[src/rtl/core/i2cws_pkg.sv]
`timescale 1ns / 1ps
// ----------------------------------------------------------------------------
// i2cws_pkg
// Shared types and timing constants for the I2C register write serializer.
// ----------------------------------------------------------------------------
package i2cws_pkg;

    localparam int PHASE_W = 7;
    localparam int FRAME_W = 24;
    localparam int ADDR_W  = 7;
    localparam int DATA_W  = 9;
    localparam int DEV_W   = 8;
    localparam int SLOT_W  = 6;

    localparam logic [PHASE_W-1:0] START_TICKS = 7'd3;
    localparam logic [PHASE_W-1:0] BYTE_TICKS  = 7'd36;
    localparam logic [PHASE_W-1:0] STOP_BASE   = 7'd111;
    localparam logic [PHASE_W-1:0] LAST_TICK   = 7'd113;
    localparam logic [SLOT_W-1:0]  DATA_SLOTS  = 6'd32;

    localparam logic [DEV_W-1:0] DEV_ADDR_RESET = 8'd52;

    typedef struct packed {
        logic scl;
        logic sda;
        logic drv;
        logic busy;
        logic done;
    } pins_t;

    localparam pins_t PINS_IDLE = '{scl: 1'b1, sda: 1'b1, drv: 1'b1,
                                    busy: 1'b0, done: 1'b0};

endpackage

[src/rtl/core/i2cws_engine.sv]
`timescale 1ns / 1ps
// ----------------------------------------------------------------------------
// i2cws_engine
// Transaction state and per-tick pin decode; state advances on each item.
// ----------------------------------------------------------------------------
module i2cws_engine
    import i2cws_pkg::*;
(
    input  logic              clk,
    input  logic              rst_n,
    input  logic              accept,
    input  logic              start_request,
    input  logic [ADDR_W-1:0] reg_addr,
    input  logic [DATA_W-1:0] reg_data,
    input  logic [DEV_W-1:0]  dev_addr,
    output pins_t             pins
);

    logic               active_reg, active_next;
    logic [PHASE_W-1:0] phase_reg, phase_next;
    logic [FRAME_W-1:0] frame_reg, frame_next;

    logic               starting;
    logic               run;
    logic [PHASE_W-1:0] t;
    logic [PHASE_W-1:0] u;
    logic [PHASE_W-1:0] s;
    logic [SLOT_W-1:0]  r;
    logic [FRAME_W-1:0] frame;
    logic [7:0]         cur_byte;
    logic [2:0]         bit_idx;

    always_comb
    begin
        starting = ~active_reg & start_request;
        run      = active_reg | start_request;
        t        = starting ? '0 : phase_reg;
        frame    = starting ? {dev_addr, reg_addr, reg_data} : frame_reg;
        u        = t - START_TICKS;
        s        = t - STOP_BASE;

        // pick the byte and the slot within it
        if (u < BYTE_TICKS)
        begin
            cur_byte = frame[23:16];
            r        = u[SLOT_W-1:0];
        end
        else if (u < (BYTE_TICKS + BYTE_TICKS))
        begin
            cur_byte = frame[15:8];
            r        = SLOT_W'(u - BYTE_TICKS);
        end
        else
        begin
            cur_byte = frame[7:0];
            r        = SLOT_W'(u - BYTE_TICKS - BYTE_TICKS);
        end
        bit_idx = 3'd7 - r[4:2];

        pins      = PINS_IDLE;
        pins.busy = run;
        if (run)
        begin
            if (t < START_TICKS)
            begin
                pins.scl = (t < 7'd2);
                pins.sda = (t == '0);
            end
            else if (t < STOP_BASE)
            begin
                pins.scl = (r[1:0] == 2'd1) || (r[1:0] == 2'd2);
                if (r < DATA_SLOTS)
                begin
                    pins.sda = cur_byte[bit_idx];
                end
                else
                begin
                    // acknowledge slot: release the line
                    pins.sda = 1'b1;
                    pins.drv = 1'b0;
                end
            end
            else
            begin
                pins.scl = (s != '0);
                pins.sda = (s == 7'd2);
            end
            pins.done = (t >= LAST_TICK);
        end

        active_next = active_reg;
        phase_next  = phase_reg;
        frame_next  = frame_reg;
        if (accept && run)
        begin
            frame_next  = frame;
            active_next = ~pins.done;
            phase_next  = pins.done ? '0 : t + 7'd1;
        end
    end

    always_ff @(posedge clk or negedge rst_n)
    begin
        if (!rst_n)
        begin
            active_reg <= 1'b0;
            phase_reg  <= '0;
            frame_reg  <= '0;
        end
        else
        begin
            active_reg <= active_next;
            phase_reg  <= phase_next;
            frame_reg  <= frame_next;
        end
    end

endmodule

[src/rtl/core/i2cws_outbuf.sv]
`timescale 1ns / 1ps
// ----------------------------------------------------------------------------
// i2cws_outbuf
// Result register with a skid stage so the input stall is registered.
// ----------------------------------------------------------------------------
module i2cws_outbuf
    import i2cws_pkg::*;
(
    input  logic  clk,
    input  logic  rst_n,
    input  logic  push,
    input  pins_t push_pins,
    output logic  full,
    output logic  out_valid,
    input  logic  out_stall,
    output pins_t out_pins
);

    logic  out_valid_reg, out_valid_next;
    logic  skid_valid_reg, skid_valid_next;
    pins_t out_pins_reg, out_pins_next;
    pins_t skid_pins_reg, skid_pins_next;
    logic  pop;

    always_comb
    begin
        pop             = out_valid_reg & ~out_stall;
        out_valid_next  = out_valid_reg;
        skid_valid_next = skid_valid_reg;
        out_pins_next   = out_pins_reg;
        skid_pins_next  = skid_pins_reg;
        if (skid_valid_reg)
        begin
            // drain the skid entry first
            if (pop)
            begin
                out_pins_next   = skid_pins_reg;
                skid_valid_next = 1'b0;
            end
        end
        else if (push)
        begin
            if (!out_valid_reg || pop)
            begin
                out_pins_next  = push_pins;
                out_valid_next = 1'b1;
            end
            else
            begin
                skid_pins_next  = push_pins;
                skid_valid_next = 1'b1;
            end
        end
        else if (pop)
        begin
            out_valid_next = 1'b0;
        end
    end

    always_ff @(posedge clk or negedge rst_n)
    begin
        if (!rst_n)
        begin
            out_valid_reg  <= 1'b0;
            skid_valid_reg <= 1'b0;
        end
        else
        begin
            out_valid_reg  <= out_valid_next;
            skid_valid_reg <= skid_valid_next;
        end
    end

    always_ff @(posedge clk)
    begin
        out_pins_reg  <= out_pins_next;
        skid_pins_reg <= skid_pins_next;
    end

    assign full      = skid_valid_reg;
    assign out_valid = out_valid_reg;
    assign out_pins  = out_pins_reg;

endmodule

[src/rtl/core/i2c_register_write_serializer.sv]
`timescale 1ns / 1ps
// ----------------------------------------------------------------------------
// i2c_register_write_serializer
// Tick-driven I2C master sending one register write of 114 ticks.
// An accepted item's result is registered in the output register, or in the skid stage while held.
// Throughput: 1 item per cycle while in_stall is low; the output skid stage holds one extra result.
// Each item is one bus tick; the pin decode is one pass from the phase counter.
// Reset: idle, no result pending, device address byte 52; the output pin register itself is not reset.
// ----------------------------------------------------------------------------
module i2c_register_write_serializer
    import i2cws_pkg::*;
(
    input  logic              clk,
    input  logic              rst_n,
    input  logic              in_valid,
    output logic              in_stall,
    input  logic              start_request,
    input  logic [ADDR_W-1:0] reg_addr,
    input  logic [DATA_W-1:0] reg_data,
    input  logic              cfg_valid,
    output logic              cfg_ready,
    input  logic [DEV_W-1:0]  cfg_data,
    output logic              out_valid,
    input  logic              out_stall,
    output logic              scl_level,
    output logic              sda_level,
    output logic              sda_drive,
    output logic              busy_res,
    output logic              done_res
);

    logic [DEV_W-1:0] dev_addr_reg;
    logic             accept;
    logic             full;
    pins_t            pins;
    pins_t            out_pins;

    assign cfg_ready = 1'b1;
    assign in_stall  = full;
    assign accept    = in_valid & ~full;

    always_ff @(posedge clk or negedge rst_n)
    begin
        if (!rst_n)
        begin
            dev_addr_reg <= DEV_ADDR_RESET;
        end
        else if (cfg_valid && cfg_ready)
        begin
            dev_addr_reg <= cfg_data;
        end
    end

    i2cws_engine u_engine (
        .clk           (clk),
        .rst_n         (rst_n),
        .accept        (accept),
        .start_request (start_request),
        .reg_addr      (reg_addr),
        .reg_data      (reg_data),
        .dev_addr      (dev_addr_reg),
        .pins          (pins)
    );

    i2cws_outbuf u_outbuf (
        .clk       (clk),
        .rst_n     (rst_n),
        .push      (accept),
        .push_pins (pins),
        .full      (full),
        .out_valid (out_valid),
        .out_stall (out_stall),
        .out_pins  (out_pins)
    );

    assign scl_level = out_pins.scl;
    assign sda_level = out_pins.sda;
    assign sda_drive = out_pins.drv;
    assign busy_res  = out_pins.busy;
    assign done_res  = out_pins.done;

    // skid entry only fills behind a held result
    assert property (@(posedge clk) disable iff (!rst_n) in_stall |-> out_valid)
        else $error("skid full with empty output register");

    assert property (@(posedge clk) disable iff (!rst_n)
        (out_valid && done_res) |-> busy_res)
        else $error("done outside a transaction");

    assert property (@(posedge clk) disable iff (!rst_n)
        (out_valid && !sda_drive) |-> (sda_level && busy_res))
        else $error("released SDA outside an acknowledge slot");

    assert property (@(posedge clk) disable iff (!rst_n)
        (accept && pins.done) |=> !(accept && pins.busy && !start_request))
        else $error("transaction continued after done");

endmodule
[config.mk]
export PLATFORM = sky130hd
export DESIGN_NAME = i2c_register_write_serializer
export DESIGN_NICKNAME = d
export VERILOG_FILES = /design/src/rtl/core/i2cws_pkg.sv /design/src/rtl/core/i2cws_engine.sv /design/src/rtl/core/i2cws_outbuf.sv /design/src/rtl/core/i2c_register_write_serializer.sv
export SDC_FILE = /design/constraint.sdc
export NUM_CORES = 1
export LEC_CHECK = 0
export ABC_AREA = 1
export BUFFER_PORTS_ARGS = -buffer_cell sky130_fd_sc_hd__buf_2
export CAP_MARGIN = 25
export CORE_MARGIN = 2
export CORE_UTILIZATION = 30
export DETAILED_ROUTE_END_ITERATION = 12
export GPL_TIMING_DRIVEN = 0
export PLACE_DENSITY = 0.44
export SYNTH_ARGS = -nofsm -noshare
export SYNTH_HDL_FRONTEND = slang
export SYNTH_HIERARCHICAL = 1
export SYNTH_SLANG_ARGS = --single-unit
[constraint.sdc]
create_clock -name clk -period 4.4 [get_ports clk]
set_input_delay 0.22 -clock clk [delete_from_list [all_inputs] [get_ports clk]]
set_output_delay 0.22 -clock clk [all_outputs]
set_load 0.05 [all_outputs]
==> impl_metrics.json <==
{
  "synth_common_cells": "nand2_1 (147), inv_1 (42), dfrtp_1 (39), nand3_1 (34), o21ai_0 (34)",
  "grt_pass1_wl_mm": 12.8,
  "wl_per_cell_um": 12.7,
  "maxSlewViolCount": 0,
  "syn_inst": 417,
  "rsz0062_at_grt": "no",
  "dominantRegCellSynth": "dfrtp_1",
  "ys_ff_latch": 52,
  "synthTopCellsByArea": "dfrtp_1 (30%), nand2_1 (17%), edfxtp_1 (9.3%), nand3_1 (5.3%), o21ai_0 (5.3%)",
  "max_cap_violations": 0,
  "slew_headroom": 0.646,
  "die_x_um": 107,
  "synthMuxAreaShare": 0.0499,
  "hpwl_mm": 5.66,
  "core_mm2": 0.0104,
  "startpoint_type": "register",
  "end_kind": "register",
  "initial_core_util": 0.310,
  "post-route-period-util": 0.887,
  "antenna_found_initial": 0,
  "ys.warnings.count": 6,
  "grt_overflow_total": 0,
  "htreeDepth": 2,
  "die_area_mm2": 0.0115,
  "crit_type": "register to register",
  "syn-cell-area_mm2": 0.00321,
  "cts_buffers": 5,
  "cts.repair.resized": 0,
  "hold_path.class": "primary input to register",
  "root_buffer": "clkbuf_8",
  "fin_nets": 496,
  "yosys.area.top_type": "dfrtp_1",
  "synth_compound_area_frac": 0.0822,
  "period_needed_ns": 3.90,
  "rows": 37,
  "vias": 2693,
  "gp_congestion": 0.807,
  "grt_pass1_vias": 2567,
  "ys_async_sr_fraction": 0.808,
  "synthAdderAreaFrac": 0.0195,
  "clk_latency_ns": 0.30,
  "cts_sinks": 52,
  "synth.most_common_cell": "nand2_1",
  "path_max_fanout": 10,
  "status": "completed",
  "ant_nets": 0,
  "cp.arrival_ns": 3.97,
  "largest_register_ff_count": 24,
  "max_clock_freq_ghz": 0.256,
  "n_antenna_cell": 0,
  "clock-skew-final_ns": 0.00843,
  "synth-edff-count": 10,
  "layout-drive-gt1-share": 0.188,
  "clk_pin_slew_ns": 0.10,
  "synth_top_family_by_area": "simple AND/OR/NAND/NOR gates",
  "synthSimpleGateAreaFrac": 0.308,
  "die_y_um": 107,
  "cp.required_ns": 4.47,
  "drt-initial-drc-count": 105,
  "fin_util": 0.359,
  "synth_top_area_share": 0.304,
  "io_pins": 38,
  "synthesis.nets": 452,
  "vias_per_cell": 4.50,
  "drc": 0,
  "wirelength_mm": 7.58,
  "seq_area_frac_synth": 0.422,
  "hold_violations": 0,
  "synthXorXnorAreaFrac": 0.0222,
  "worst_slew_pin_slew_ns": 0.531,
  "setup_tns_ns": 0,
  "grt_max_degree": 43,
  "syn_area_per_cell_um2": 7.70,
  "clock_path_buffers": 2,
  "grt_usage": 0.141,
  "setup_violations": 0,
  "io_buffers": 35,
  "areaGrowthSynthToFinish_pct": 15.9,
  "drtPass1Iterations": 5,
  "cts_tree": "done",
  "yosysUniqueCellTypes": 36
}
[final timing paths]
kind                                     start                   end  cells after the start  slack, ns
setup / recovery           u_engine/active_reg  u_outbuf/out_pins[3]                     25       0.50
hold / removal                     cfg_data[4]       dev_addr_reg[4]                      3        0.1
setup reg to reg           u_engine/active_reg  u_outbuf/out_pins[3]                     25       0.50
hold reg to reg                dev_addr_reg[4]       dev_addr_reg[4]                      2       0.47
max in group asynchronous                rst_n       dev_addr_reg[2]                      3       3.41
min in group asynchronous                rst_n       dev_addr_reg[1]                      2       0.42
[layout make-up]
type | count | area, µm²
clock inverters | 1 | 30.0
multi-input cells | 298 | 1550
repair buffers | 37 | 213
flip-flops and latches | 52 | 1360
inverters | 51 | 194
plain buffers | 16 | 113
fillers | 1130 | 6650
well taps | 136 | 170
clock buffers | 7 | 96.3
[worst max-delay path: stages (launching register included)]
cell and delay [ns]:
dfrtp_1 0.40, inv_2 0.08, nand2_4 0.09, inv_4 0.11
buf_2 0.23, buf_2 0.23, nor2_1 0.08, ha_1 0.19
inv_1 0.11, nand2_1 0.08, xor2_1 0.24, inv_1 0.10
ha_1 0.25, nand2_1 0.12, nand3_1 0.08, nand2_1 0.15
buf_4 0.21, nand3_1 0.10, xor2_1 0.26, nand3_1 0.16
nand2_1 0.08, nand2_1 0.06, nand2_1 0.06, nand2_1 0.06
nand2_1 0.07, nand2_1 0.04
[cell usage in the layout (no fill, tap or decap), drive strengths merged, types with 2 or more instances in the layout]
cell / synthesis / final
a21oi: 2 / 2
buf: 11 / 47
clkbuf: 5 / 12
dfrtp: 39 / 39
dfstp: 3 / 3
edfxtp: 10 / 10
ha: 5 / 5
inv: 51 / 51
mux2i: 16 / 16
nand2: 155 / 155
nand3: 38 / 38
nand4: 3 / 3
nor2: 23 / 23
o21ai: 39 / 39
o22ai: 6 / 6
xor2: 6 / 6
[metrics by stage]
stage               cells  instance area (µm²)  setup WS (ns)  hold slack (ns)
finish                598                 3720          0.496           0.0990
global route          598                 3720         0.0503           0.0963
CTS                   596                 3680          0.434           0.0830
detailed placement    588                 3560          0.478            0.424
global placement      588                 3560          0.445            0.420
floorplan             417                 3210           1.13          -0.0756
[repair_timing]
action	CTS	global route
setup endpoints to repair	0	0
hold buffers	0	1
buffers inserted	0	0
hold endpoints to repair	0	17
[kinds of logic after synthesis]
group | count (synthesis)
AO/OA/AOI/OAI | 49
XOR/XNOR | 6
adder cells (fa/ha/maj) | 5
buffers and inverters | 67
flip-flops | 52
multiplexers | 16
other | 1
AND/OR/NAND/NOR | 221
[per-layer routing]
layer  global-route usage  share of wire  vias to the layer above
met1                0.199           0.52                     1232
met5                    0              0                        -
met4               0.0302         0.0058                        0
li1                     -              -                     1414
met3               0.0230          0.032                        2
met2                0.227           0.44                       45
Power is not shown: default switching activity piles up to over one toggle a cycle in this logic, so the estimate is an artifact.
